===== config.mk =====
export PLATFORM = sky130hd
export DESIGN_NAME = fixed_width_decimal_formatter_unit
export DESIGN_NICKNAME = d
export VERILOG_FILES = /design/src/rtl/core/fwdf_pkg.sv /design/src/rtl/core/fixed_width_decimal_formatter_unit.sv /design/src/rtl/core/fwdf_bcd_stage.sv /design/src/rtl/core/fwdf_emit.sv
export SDC_FILE = /design/constraint.sdc
export NUM_CORES = 1
export LEC_CHECK = 0
export ABC_CLOCK_PERIOD_IN_PS = 9980
export BUFFER_PORTS_ARGS = -buffer_cell sky130_fd_sc_hd__buf_2
export CAP_MARGIN = 5
export CORE_MARGIN = 2
export CORE_UTILIZATION = 35
export CTS_BUF_LIST = sky130_fd_sc_hd__clkbuf_16
export DETAILED_ROUTE_END_ITERATION = 12
export PLACE_DENSITY = 0.52
export SKIP_CTS_REPAIR_TIMING = 1
export SLEW_MARGIN = 40
export SYNTH_ARGS = -nofsm -noshare
export SYNTH_HDL_FRONTEND = slang
export SYNTH_SLANG_ARGS = --single-unit

===== constraint.sdc =====
create_clock -name clock -period 9.98 [get_ports clock]
set_input_delay 0.499 -clock clock [delete_from_list [all_inputs] [get_ports clock]]
set_output_delay 0.499 -clock clock [all_outputs]
set_load 0.05 [all_outputs]

===== src/rtl/core/fwdf_pkg.sv =====
// shared types and constants of the decimal formatter
// no dependencies
package fwdf_pkg;
   localparam int VALUE_BITS = 48;
   localparam int FRAC_BITS_DEF = 24;
   localparam int MAX_INT_DIGITS_DEF = 8;
   localparam int MAX_FRAC_DIGITS = 6;
   localparam int STEP_BITS = 4;
   localparam logic [7:0] ASCII_ZERO = 8'd48;
   localparam logic [7:0] MINUS_CHAR = 8'h2d;
   localparam logic [7:0] POINT_CHAR = 8'h2e;

   typedef struct packed {
      logic       neg;
      logic [3:0] w;
      logic [2:0] f;
      logic [7:0] fill;
   } side_type;
endpackage


===== src/rtl/core/fixed_width_decimal_formatter_unit.sv =====
// path to the first character: input register, the NSTG bcd stages, serializer registers
// throughput (set by the serializer): one character per cycle while rsp_tready is high,
// w + (f ? f+1 : 0) characters per number (1 to 15); the bcd stages take a new value every
// cycle unless stalled; reset clears all stage valid bits and the serializer busy flag
// depends on fwdf_pkg, fwdf_bcd_stage, fwdf_emit
module fixed_width_decimal_formatter_unit #(
   parameter int FRAC_BITS = fwdf_pkg::FRAC_BITS_DEF,
   parameter int MAX_INT_DIGITS = fwdf_pkg::MAX_INT_DIGITS_DEF
) (
   input  logic        clock,
   input  logic        reset,
   input  logic        req_tvalid,
   output logic        req_tready,
   input  logic [63:0] req_tdata,  // value[47:0], int_digits[51:48], frac_digits[54:52],
                                   // fill_char[62:55]
   output logic        rsp_tvalid,
   input  logic        rsp_tready,
   output logic [7:0]  rsp_tdata,  // character[7:0]
   output logic        rsp_tlast,
   output logic        rsp_tuser   // overflow[0]
);
   import fwdf_pkg::*;

   localparam int IW   = VALUE_BITS - FRAC_BITS;
   localparam int NSTG = (IW + STEP_BITS - 1) / STEP_BITS;
   localparam int PW   = NSTG * STEP_BITS;
   localparam int ND   = (IW * 1233) / 4096 + 1;

   logic [VALUE_BITS-1:0] v, mag;
   logic [3:0]            w_raw, w_in;
   logic [2:0]            f_raw, f_in;

   logic                  vld [NSTG+1];
   logic                  rdy [NSTG+1];
   logic [PW-1:0]         bin [NSTG+1];
   logic [ND*4-1:0]       bcd [NSTG+1];
   side_type              side [NSTG+1];
   logic [FRAC_BITS-1:0]  frac [NSTG+1];

   logic                  v0_ff;
   logic [PW-1:0]         bin0_ff;
   side_type              side0_ff, side0_in;
   logic [FRAC_BITS-1:0]  frac0_ff;

   assign v     = req_tdata[VALUE_BITS-1:0];
   assign w_raw = req_tdata[51:48];
   assign f_raw = req_tdata[54:52];
   assign mag   = v[VALUE_BITS-1] ? (~v + 1'b1) : v;

   always_comb begin
      if (w_raw == 4'd0) begin
         w_in = 4'd1;
      end else if (w_raw > 4'(MAX_INT_DIGITS)) begin
         w_in = 4'(MAX_INT_DIGITS);
      end else begin
         w_in = w_raw;
      end
      f_in = (f_raw > 3'(MAX_FRAC_DIGITS)) ? 3'(MAX_FRAC_DIGITS) : f_raw;
      side0_in.neg  = v[VALUE_BITS-1];
      side0_in.w    = w_in;
      side0_in.f    = f_in;
      side0_in.fill = req_tdata[62:55];
   end

   assign req_tready = !v0_ff || rdy[0];

   always_ff @(posedge clock) begin
      if (reset) begin
         v0_ff <= 1'b0;
      end else if (req_tready) begin
         v0_ff <= req_tvalid;
      end
      if (req_tready && req_tvalid) begin
         bin0_ff  <= PW'(mag[VALUE_BITS-1:FRAC_BITS]);
         side0_ff <= side0_in;
         frac0_ff <= mag[FRAC_BITS-1:0];
      end
   end

   assign vld[0]  = v0_ff;
   assign bin[0]  = bin0_ff;
   assign bcd[0]  = '0;
   assign side[0] = side0_ff;
   assign frac[0] = frac0_ff;

   for (genvar g = 0; g < NSTG; g++) begin : g_stage
      fwdf_bcd_stage #(.PW(PW), .ND(ND), .FB(FRAC_BITS)) u_stage (
         .clock   (clock),
         .reset   (reset),
         .valid_i (vld[g]),
         .ready_o (rdy[g]),
         .bin_i   (bin[g]),
         .bcd_i   (bcd[g]),
         .side_i  (side[g]),
         .frac_i  (frac[g]),
         .valid_o (vld[g+1]),
         .ready_i (rdy[g+1]),
         .bin_o   (bin[g+1]),
         .bcd_o   (bcd[g+1]),
         .side_o  (side[g+1]),
         .frac_o  (frac[g+1])
      );
   end

   fwdf_emit #(.ND(ND), .FB(FRAC_BITS)) u_emit (
      .clock     (clock),
      .reset     (reset),
      .valid_i   (vld[NSTG]),
      .ready_o   (rdy[NSTG]),
      .bcd_i     (bcd[NSTG]),
      .side_i    (side[NSTG]),
      .frac_i    (frac[NSTG]),
      .out_valid (rsp_tvalid),
      .out_ready (rsp_tready),
      .out_char  (rsp_tdata),
      .out_last  (rsp_tlast),
      .out_ovf   (rsp_tuser)
   );
endmodule


===== src/rtl/core/fwdf_bcd_stage.sv =====
// one double-dabble pipeline stage, shifts STEP_BITS binary bits into bcd digits
// depends on fwdf_pkg
module fwdf_bcd_stage #(
   parameter int PW = 24,
   parameter int ND = 8,
   parameter int FB = 24
) (
   input  logic               clock,
   input  logic               reset,
   input  logic               valid_i,
   output logic               ready_o,
   input  logic [PW-1:0]      bin_i,
   input  logic [ND*4-1:0]    bcd_i,
   input  fwdf_pkg::side_type side_i,
   input  logic [FB-1:0]      frac_i,
   output logic               valid_o,
   input  logic               ready_i,
   output logic [PW-1:0]      bin_o,
   output logic [ND*4-1:0]    bcd_o,
   output fwdf_pkg::side_type side_o,
   output logic [FB-1:0]      frac_o
);
   import fwdf_pkg::*;

   logic            valid_ff;
   logic [PW-1:0]   bin_ff, bin_in;
   logic [ND*4-1:0] bcd_ff, bcd_in;
   side_type        side_ff;
   logic [FB-1:0]   frac_ff;

   assign ready_o = !valid_ff || ready_i;

   always_comb begin
      bin_in = bin_i;
      bcd_in = bcd_i;
      for (int s = 0; s < STEP_BITS; s++) begin
         for (int d = 0; d < ND; d++) begin
            if (bcd_in[d*4 +: 4] >= 4'd5) begin
               bcd_in[d*4 +: 4] = bcd_in[d*4 +: 4] + 4'd3;
            end
         end
         bcd_in = {bcd_in[ND*4-2:0], bin_in[PW-1]};
         bin_in = {bin_in[PW-2:0], 1'b0};
      end
   end

   always_ff @(posedge clock) begin
      if (reset) begin
         valid_ff <= 1'b0;
      end else if (ready_o) begin
         valid_ff <= valid_i;
      end
      if (ready_o && valid_i) begin
         bin_ff  <= bin_in;
         bcd_ff  <= bcd_in;
         side_ff <= side_i;
         frac_ff <= frac_i;
      end
   end

   assign valid_o = valid_ff;
   assign bin_o   = bin_ff;
   assign bcd_o   = bcd_ff;
   assign side_o  = side_ff;
   assign frac_o  = frac_ff;
endmodule


===== src/rtl/core/fwdf_emit.sv =====
// character serializer: builds the integer field, point and fraction digits
// depends on fwdf_pkg
module fwdf_emit #(
   parameter int ND = 8,
   parameter int FB = 24
) (
   input  logic               clock,
   input  logic               reset,
   input  logic               valid_i,
   output logic               ready_o,
   input  logic [ND*4-1:0]    bcd_i,
   input  fwdf_pkg::side_type side_i,
   input  logic [FB-1:0]      frac_i,
   output logic               out_valid,
   input  logic               out_ready,
   output logic [7:0]         out_char,
   output logic               out_last,
   output logic               out_ovf
);
   import fwdf_pkg::*;

   logic            busy_ff;
   logic [4:0]      pos_ff, total_ff, nd_ff;
   logic [ND*4-1:0] bcd_ff;
   side_type        side_ff;
   logic [FB-1:0]   frac_ff;
   logic            ovf_ff;

   logic [4:0]      nd_in, need, total_in, r;
   logic [3:0]      dig;
   logic [FB+3:0]   t;
   logic            fire;

   always_comb begin
      nd_in = 5'd1;
      for (int d = 1; d < ND; d++) begin
         if (bcd_i[d*4 +: 4] != 4'd0) begin
            nd_in = 5'(d + 1);
         end
      end
      need = nd_in + {4'd0, side_i.neg};
      total_in = {1'b0, side_i.w} +
                 ((side_i.f != 3'd0) ? ({2'd0, side_i.f} + 5'd1) : 5'd0);
   end

   assign t = ({4'd0, frac_ff} << 3) + ({4'd0, frac_ff} << 1);
   assign r = {1'b0, side_ff.w} - 5'd1 - pos_ff;

   always_comb begin
      dig = 4'd0;
      for (int d = 0; d < ND; d++) begin
         if (r == 5'(d)) begin
            dig = bcd_ff[d*4 +: 4];
         end
      end
   end

   always_comb begin
      if (pos_ff < {1'b0, side_ff.w}) begin
         if (r < nd_ff) begin
            out_char = ASCII_ZERO + {4'd0, dig};
         end else if (r == nd_ff && side_ff.neg) begin
            out_char = MINUS_CHAR;
         end else begin
            out_char = side_ff.fill;
         end
      end else if (pos_ff == {1'b0, side_ff.w}) begin
         out_char = POINT_CHAR;
      end else begin
         out_char = ASCII_ZERO + {4'd0, t[FB+3:FB]};
      end
   end

   assign out_valid = busy_ff;
   assign out_last  = (pos_ff == total_ff - 5'd1);
   assign out_ovf   = ovf_ff;
   assign fire      = busy_ff && out_ready;
   assign ready_o   = !busy_ff || (out_ready && out_last);

   always_ff @(posedge clock) begin
      if (reset) begin
         busy_ff <= 1'b0;
         pos_ff  <= 5'd0;
      end else if (ready_o && valid_i) begin
         busy_ff <= 1'b1;
         pos_ff  <= 5'd0;
      end else if (fire) begin
         if (out_last) begin
            busy_ff <= 1'b0;
         end
         pos_ff <= pos_ff + 5'd1;
      end
      if (ready_o && valid_i) begin
         bcd_ff   <= bcd_i;
         side_ff  <= side_i;
         frac_ff  <= frac_i;
         nd_ff    <= nd_in;
         total_ff <= total_in;
         ovf_ff   <= (need > {1'b0, side_i.w});
      end else if (fire && pos_ff > {1'b0, side_ff.w}) begin
         frac_ff <= t[FB-1:0];
      end
   end
endmodule


==> impl_metrics.toml, run 1 <==
[critical_path]
crit_required_ns = 9.48
path_class = "reg2out"
critPathLaunchType = "register"
reg2reg_slack_ns = 5.58
worstSetupEndpointType = "output pin"
reg2reg_depth = 11
timing.rr.start = "g_stage[1].u_stage.bcd_o[0]"
cp_max_fo = 8
cp.arrival_ns = 4.40
reg2reg_to = "g_stage[2].u_stage.bcd_o[12]"

[job]
maxCapViolCount = 0

[sta]
max_freq_ghz = 0.2041
fin_setup_tns_ns = 0
slew_headroom_pct = 45.46
fin_ws_ns = 5.081
post-route-min-period_ns = 4.899
period_share_pct = 49.09
hold_viol = 0
slew_violations = 0
holdWs_ns = 0.05218
rsz0062_at_grt = "no"
final.setup_skew_ns = 0.06089
setup_viol = 0
tightest_slew_ns = 0.8111

[layout]
fill_cells = 7825
fin_util_pct = 40.09
area_growth_pct = 13.27
register_area_sq_um = 16780
diodes = 0
multi_input_area_sq_um = 12180
drive_gt1_share_pct = 10.16
nets = 2853
final_area_sq_um = 33550
layout.cells.non_filler = 3840

[clock_tree]
cts_buffer_depth = 3
cts_made_buffers = 59
cts_sinks = 563
clk_pin_slew_ns = 0.06
htree_num_levels = 2
cts_tree = "built"
root_buffer = "clkbuf_16"
clk_latency_ns = 0.65

[placement]
port_buffers = 78
dpl.hpwl_um = 40610
dp.cells = 3727
gp_congestion = 0.8174
post-place-ws_ns = 5.572
postPlaceCellArea_sq_um = 31370

[grt]
track_usage_pct = 13.15
grt_pass1_wl_um = 95350
grt_antenna_before_repair = 2
grt_max_degree = 91
globalRoute.totalOverflow = 0
grt_pass1_vias = 19300

[power_and_ir_drop]
design_power_total_mw = 5.972
p_per_area_nw_per_um2 = 178.0
ir_drop_mv = 0.1450
p_leak_nw = 11.87

[logic_synthesis]
synth_ff_type = "edfxtp_1"
synthArstFlopShare_pct = 0
yosys_warnings = 0
ys_ff_latch = 563
synth_cell_types = 82
synthCells = 2572
yosys.area.top_type = "edfxtp_1"
yosysMostFrequentCell = "edfxtp_1"
synth_common_cells = "edfxtp_1 (550), o21ai_0 (236), nand2_1 (215), a21oi_1 (167), nor2_1 (151)"
synth-edff-count = 550
ys_seq_area_share_pct = 56.64
syn-num-nets = 2769
synth_area_sq_um = 29620
ys_top_cells_by_area = "edfxtp_1 (56%), ha_1 (5.3%), o21ai_0 (4.0%)"
synth.avg_cell_area_sq_um = 11.52
synth.top_cell.area_share_pct = 55.76

[outcome]
status = "complete, no violations"

[drt]
finalWirelength_um = 57340
wl_per_cell_um = 14.93
vias = 19710
antenna_left = 0
drtPass1Iterations = 6
drc = 0
viasPerCell = 5.133
drt_iter0_drc = 1278

[die]
start_util_pct = 35.39
io_pins = 80
dieArea_sq_um = 86970
die_x_um = 294.9
rows = 106
die_y_um = 294.9
core_area_sq_um = 83690

[worst_hold_path]
hp-start = "req_tdata[59]"
min_path_cells = 1
hp-class = "in2reg"
min_to = "side[100]"
[layout by cell type, fill, tap and decap left out, drive strengths merged, types with 15 or more instances in the layout]
| cell type | count |
|---|---|
| a211oi | 31 |
| a21o | 34 |
| a21oi | 167 |
| a31oi | 37 |
| and2 | 25 |
| buf | 89 |
| clkbuf | 59 |
| clkinv | 30 |
| edfxtp | 550 |
| ha | 126 |
| inv | 147 |
| mux2 | 28 |
| mux2i | 45 |
| nand2 | 215 |
| nand2b | 41 |
| nand3 | 31 |
| nor2 | 151 |
| nor2b | 36 |
| nor3 | 45 |
| nor3b | 15 |
| o211ai | 15 |
| o21a | 38 |
| o21ai | 240 |
| o21bai | 17 |
| o22ai | 21 |
| o31ai | 28 |
| or2 | 19 |
| or3 | 30 |
| xnor2 | 130 |
| xor2 | 28 |
[critical path: stages, from the launching register on]
cell and delay (ns):
dfxtp_1 0.40, inv_1 0.10, ha_1 0.22, fa_1 0.41, xnor2_1 0.50, inv_2 0.22
ha_1 0.35, a21oi_1 0.15, o22ai_1 0.09, or3_1 0.42, nand2_1 0.19, o221ai_1 0.15
o31ai_1 0.20, buf_2 0.37
[worst max path at each step]
stage | startpoint | end | cells after the start
2_1_floorplan | u_emit.total_ff[0] | g_stage[1].u_stage.bcd_o[0] | 10
3_3_place_gp | u_emit.pos_ff[0] | rsp_tdata[0] | 13
3_5_place_dp | g_stage[1].u_stage.bcd_o[0] | g_stage[2].u_stage.bcd_o[6] | 12
4_1_cts | u_emit.pos_ff[0] | rsp_tdata[0] | 13
5_1_grt | u_emit.pos_ff[0] | rsp_tdata[0] | 13
6_report | u_emit.pos_ff[0] | rsp_tdata[0] | 13
[cell families after synthesis]
| group | synth area share, % |
|---|---|
| adders and majority gates | 5.559 |
| muxes | 2.965 |
| xor gates and xnor gates | 4.672 |
| AOI/OAI and AO/OA | 16.35 |
| buffers and inverters | 2.636 |
| DFF | 56.64 |
| and+or+nand+nor | 11.18 |
[sequential cells by signal, indices dropped and copies added (netlist names), 4 cells and up]
register                 flops
bin0_ff                     24
frac0_ff                    24
g_stage.u_stage.bcd_o      108
g_stage.u_stage.bin_o       60
g_stage.u_stage.frac_o     144
g_stage.u_stage.side_o      96
g_stage.u_stage.valid_o      6
side                        16
u_emit.bcd_ff               31
u_emit.frac_ff              24
u_emit.nd_ff                 4
u_emit.pos_ff                5
u_emit.side_ff              13
u_emit.total_ff              5
[layer usage]
layer	track usage, %	share of wire [%]
met3	1.817	3.7
met1	17.23	46
met4	3.435	2.0
met5	0	0
met2	22.82	48
[power breakdown]
group	switching [mW]	total (mW)	internal [mW]
Sequential	0.0423	2.77	2.72
Combinational	0.512	0.869	0.356
Clock	0.935	2.34	1.40
Total	1.49	5.97	4.48
[layout make-up]
class,count,area share [%]
Inverter,140,1.570
Timing Repair Buffer,91,1.555
Clock buffer,59,4.400
Tap cell,1134,4.229
Sequential cell,563,50.00
Clock inverter,52,1.943
Multi-Input combinational cell,1801,36.30
Note: power is estimated with default switching activity, not from simulation.
==> run 2, diff against run 1 <==
--- a/config.mk
+++ b/config.mk
@@ -5,14 +5,14 @@
 export SDC_FILE = /design/constraint.sdc
 export NUM_CORES = 1
 export LEC_CHECK = 0
-export ABC_CLOCK_PERIOD_IN_PS = 9980
+export ABC_CLOCK_PERIOD_IN_PS = 4100
 export BUFFER_PORTS_ARGS = -buffer_cell sky130_fd_sc_hd__buf_2
 export CAP_MARGIN = 5
 export CORE_MARGIN = 2
 export CORE_UTILIZATION = 35
 export CTS_BUF_LIST = sky130_fd_sc_hd__clkbuf_16
 export DETAILED_ROUTE_END_ITERATION = 12
-export PLACE_DENSITY = 0.52
+export PLACE_DENSITY = 0.54
 export SKIP_CTS_REPAIR_TIMING = 1
 export SLEW_MARGIN = 40
 export SYNTH_ARGS = -nofsm -noshare
==> constraint.sdc (replaced) <==
create_clock -name clock -period 4.1 [get_ports clock]
set_input_delay 0.205 -clock clock [delete_from_list [all_inputs] [get_ports clock]]
set_output_delay 0.205 -clock clock [all_outputs]
set_load 0.05 [all_outputs]
==> run 2 against run 1 <==
Against the previous run:
- sequential power grew 140%
- via count grew 1.9%
- flip-flop and latch count is the same
- critical path type unchanged
- critical endpoint is now rsp_tdata[2]
- largest cell class unchanged
- highest routed layer unchanged
==> impl_metrics.toml, run 2 (synthesized netlist as in run 1, its figures left out) <==
[sta]
tightest_slew_ns = 0.7600
slew_violations = 0
holdWs_ns = 0.08033
final.setup_skew_ns = 0.04174
max_freq_ghz = 0.2533
fin_ws_ns = 0.1521
period_share_pct = 96.29
post-route-min-period_ns = 3.948
hold_viol = 0
setup_viol = 0
slew_headroom_pct = 49.33

[drt]
vias = 20090
wl_per_cell_um = 14.47
drt_iter0_drc = 1308
drc = 0
drtPass1Iterations = 6
antenna_left = 0
viasPerCell = 5.094
finalWirelength_um = 57050

[layout]
largest_reg_flops = 144
register_area_sq_um = 16780
fill_cells = 7728
nets = 2955
final_common_cell = "edfxtp_1"
multi_input_area_sq_um = 12280
final_cell_mix = "edfxtp_1 (550), o21ai_0 (230), nand2_1 (214)"
area_growth_pct = 16.74
drive_gt1_share_pct = 11.50

[placement]
gp_congestion = 0.8374
post-place-ws_ns = 0.2619
port_buffers = 78
dpl.hpwl_um = 40790

[critical_path]
critPathLaunchType = "register"
crit_chain = "ha_1 -> o21ai_0 -> o21ai_0 -> a41oi_2 -> o21ai_1 -> a21oi_2 -> o21ai_1 -> o21ai_0 -> xnor2_1 -> a2bb2oi_1 -> clkbuf_4"
crit_required_ns = 3.89
path_common_cell = "o21ai_0"
path_class = "reg2out"
worstSetupEndpointType = "output pin"
cp.arrival_ns = 3.74
cpPeakStageDelay_ns = 0.43
crit_slowest_cell = "edfxtp_1"
cp_max_fo = 3

[die]
start_util_pct = 35.39
die_y_um = 294.9
die_x_um = 294.9
rows = 106
dieArea_sq_um = 86970
io_pins = 80
core_area_sq_um = 83690

[clock_tree]
clk_pin_slew_ns = 0.06
root_buffer = "clkbuf_16"
cts_tree = "built"
cts_sinks = 563
cts_buffer_depth = 3
clk_latency_ns = 0.63
cts_made_buffers = 59
htree_num_levels = 2

[outcome]
status = "complete, no violations"

[worst_hold_path]
hp-class = "in2reg"

[grt]
track_usage_pct = 12.80
grt_max_degree = 66
grt_antenna_before_repair = 0
grt_pass1_wl_um = 92850
grt_pass1_vias = 18880
globalRoute.totalOverflow = 0

[power_and_ir_drop]
p_per_area_nw_per_um2 = 418.9
p_leak_nw = 12.30
ir_drop_mv = 0.4351

[job]
maxCapViolCount = 0
-- run 2: cell count changes in the layout (fill, tap and decap cells not counted), moves of 4 or more --
cell,delta
buf_12,+6
buf_2,-4
buf_4,+38
buf_6,-6
clkinv_1,+7
clkinv_2,-5
clkinvlp_4,+5
dlygate4sd3_1,+67
o21ai_0,-4
-- run 2: power breakdown --
part           internal, mW  leakage, nW  switching (mW)
Clock                  3.27        0.994            2.25
Combinational         0.958         6.16            1.27
Sequential             6.63         5.14           0.102
Total                  10.9         12.3            3.62
-- run 2: worst max-delay path, delay by kind of cell (launching register included) --
kind,cells,cell delay (ns)
xor gates and xnor gates,1,0.33
DFF,1,0.43
buffers and inverters,1,0.29
AOI/OAI and AO/OA,8,1.70
adders and majority gates,1,0.38
-- run 2: worst paths after layout --
path,startpoint,endpoint,slack (ns),cells past startpoint
max,u_emit.frac_ff[3],rsp_tdata[2],0.15,11
min,req_tdata[47],side[111],0.08,1
max reg2reg,g_stage[2].u_stage.bcd_o[4],g_stage[3].u_stage.bcd_o[11],0.24,14
min reg2reg,g_stage[4].u_stage.frac_o[21],g_stage[5].u_stage.frac_o[21],0.41,0
-- run 2: stage by stage --
| stage | TNS (ns) | instances | area [sq um] | power [mW] | util, % |
|---|---|---|---|---|---|
| after floorplan | -4.522 | 2572 | 29640 | 8.493 | - |
| after global placement | 0 | 3762 | 31660 | 8.881 | 37.83 |
| after detailed placement | 0 | 3762 | 31660 | 8.991 | 37.83 |
| after CTS | -1.142 | 3874 | 33710 | 14.59 | 40.29 |
| after global routing | -0.01971 | 3943 | 34580 | 15.18 | 41.32 |
| final | 0 | 3944 | 34580 | 14.49 | 41.32 |
-- run 2: routing by layer --
| metal | vias up | part of all wire, % | GRT usage, % | routed length (um) |
|---|---|---|---|---|
| met4 | 0 | 2.0 | 3.248 | 1144 |
| met2 | 375 | 48 | 21.89 | 27580 |
| met5 | - | 0 | 0 | 0 |
| li1 | 10100 | - | - | - |
| met1 | 9526 | 46 | 17.08 | 26320 |
| met3 | 87 | 3.5 | 1.757 | 2006 |
-- run 2: layout make-up --
type | count | area share, %
Tap cell | 1134 | 4.103
Clock buffer | 59 | 4.270
Multi-Input combinational cell | 1801 | 35.50
Antenna cell | 1 | 0.007237
Clock inverter | 53 | 1.686
Sequential cell | 563 | 48.52
Inverter | 140 | 1.523
Timing Repair Buffer | 193 | 4.389
==> run 3, diff against run 2 <==
==> constraint.sdc (replaced) <==
create_clock -name clock -period 4.1 [get_ports clock]
set_input_delay 0.205 -clock clock [delete_from_list [all_inputs] [get_ports clock]]
set_output_delay 0.205 -clock clock [all_outputs]
set_load 0.1 [all_outputs]
==> run 3 against run 2 <==
Against the previous run:
- maximum frequency up 0.95%
- clock power down 3%
- global-route usage about the same
- combinational power about the same
- sequential power about the same
- total power down 1.1%
- first-iteration DRC count decreased by 7.6%
- wire length grew 0.20%
- non-clock buffer count up 16
- flip-flop and latch count unchanged
- setup slack better by 0.037 ns
- largest power group unchanged
- highest routed layer unchanged
==> impl_metrics.toml, run 3 (synthesized netlist as in run 1, its figures left out) <==
[power_and_ir_drop]
design_power_total_mw = 14.33
p_per_area_nw_per_um2 = 412.1
p_leak_nw = 12.43
ir_drop_mv = 0.3997

[placement]
post-place-ws_ns = 0.2163
dp.cells = 3780
dpl.hpwl_um = 41300
port_buffers = 78
gp_congestion = 0.8007
postPlaceCellArea_sq_um = 31930

[critical_path]
cp.arrival_ns = 3.71
cpPeakStageDelay_ns = 0.38
critPathLaunchType = "register"
cp_top_family = "compound AO/OA/AOI/OAI gates"
crit_chain = "inv_1 -> ha_1 -> fa_2 -> a21o_1 -> a21oi_1 -> xor2_1 -> or2_4 -> or3_4 -> a211oi_2 -> nor4_2 -> o32a_1 -> buf_12"
crit_required_ns = 3.89
reg2reg_slack_ns = 0.27
timing.rr.start = "g_stage[2].u_stage.bcd_o[4]"
crit_slowest_cell = "fa_2"
crit_buf_inv = 2
cp_max_fo = 5
path_class = "reg2out"
reg2reg_depth = 14
reg2reg_to = "g_stage[3].u_stage.bcd_o[11]"
worstSetupEndpointType = "output pin"

[layout]
nets = 2971
largest_reg_flops = 144
final_common_cell = "edfxtp_1"
layout.cells.non_filler = 3959
final_area_sq_um = 34780
register_area_sq_um = 16780
area_growth_pct = 17.42
final_cell_mix = "edfxtp_1 (550), o21ai_0 (229), nand2_1 (215)"
fill_cells = 7724
fin_util_pct = 41.56
multi_input_area_sq_um = 12300
drive_gt1_share_pct = 12.22

[sta]
fin_ws_ns = 0.1894
tightest_slew_ns = 0.7994
hold_viol = 0
slew_violations = 0
rsz0062_at_grt = "no"
slew_headroom_pct = 46.71
max_freq_ghz = 0.2557
setup_viol = 0
post-route-min-period_ns = 3.911
period_share_pct = 95.38
final.setup_skew_ns = 0.04825

[grt]
grt_pass1_wl_um = 94070
grt_antenna_before_repair = 1
globalRoute.totalOverflow = 0
grt_pass1_vias = 19340
grt_max_degree = 71
track_usage_pct = 12.83

[clock_tree]
root_buffer = "clkbuf_16"
cts_buffer_depth = 3
cts_tree = "built"
cts_made_buffers = 59
htree_num_levels = 2
cts_sinks = 563
clk_latency_ns = 0.63
clk_pin_slew_ns = 0.06

[drt]
drtPass1Iterations = 5
wl_per_cell_um = 14.44
finalWirelength_um = 57170
viasPerCell = 5.065
drc = 0
vias = 20050
drt_iter0_drc = 1209
antenna_left = 0

[outcome]
status = "complete, no violations"

[die]
rows = 106
io_pins = 80
core_area_sq_um = 83690
die_x_um = 294.9
dieArea_sq_um = 86970
die_y_um = 294.9
start_util_pct = 35.39

[worst_hold_path]
min_path_cells = 3
min_to = "frac0_ff[1]"
hp-start = "req_tdata[1]"
hp-class = "in2reg"

[job]
maxCapViolCount = 0
run 3: how the worst max path moves through the flow:
stage	startpoint	end	slack, ns	cells after the start
2_1_floorplan	u_emit.total_ff[0]	bin0_ff[0]	0.007	11
5_1_grt	g_stage[3].u_stage.bcd_o[12]	g_stage[4].u_stage.bcd_o[20]	0.006	15
6_report	u_emit.pos_ff[0]	rsp_tdata[1]	0.19	12
4_1_cts	u_emit.frac_ff[2]	rsp_tdata[1]	-0.22	14
3_3_place_gp	g_stage[2].u_stage.bcd_o[12]	g_stage[3].u_stage.bcd_o[18]	0.36	21
3_5_place_dp	g_stage[2].u_stage.bcd_o[12]	g_stage[3].u_stage.bcd_o[18]	0.22	21
run 3: worst register-to-register path, delay by kind of cell, from the launching register on:
kind                       cells  cell delay (ns)
muxes                          2             0.70
DFF                            1             0.47
AOI/OAI and AO/OA              5             0.80
and+or+nand+nor                4             1.07
buffers and inverters          1             0.10
adders and majority gates      2             0.45
run 3: layer usage:
layer / vias up / wire, um / track usage (%)
met5: - / 0 / 0
met4: 0 / 864 / 3.186
met3: 63 / 1839 / 1.757
met2: 295 / 28330 / 22.61
met1: 9559 / 26130 / 16.57
li1: 10140 / - / -
run 3: where the power goes:
part | internal [mW] | leakage [nW] | total [mW] | switching (mW)
combinational | 0.983 | 6.29 | 2.25 | 1.27
sequential | 6.63 | 5.14 | 6.73 | 0.102
clock | 3.14 | 0.994 | 5.35 | 2.20
run 3: through the flow:
step / setup TNS (ns) / hold WS (ns)
after floorplan: 0 / 0.2824
after global placement: 0 / 0.3821
after detailed placement: 0 / 0.3834
after CTS: -0.5314 / -0.2850
after global routing: 0 / 0.01445
final: 0 / 0.01283
run 3: cell type report:
type / instances / area share, %
multi-input combinational: 1801 / 35.36
inverter: 140 / 1.511
timing repair buffer: 209 / 5.029
antenna: 1 / 0.007195
sequential: 563 / 48.24
clock inverter: 52 / 1.529
clock buffer: 59 / 4.245
tap: 1134 / 4.079
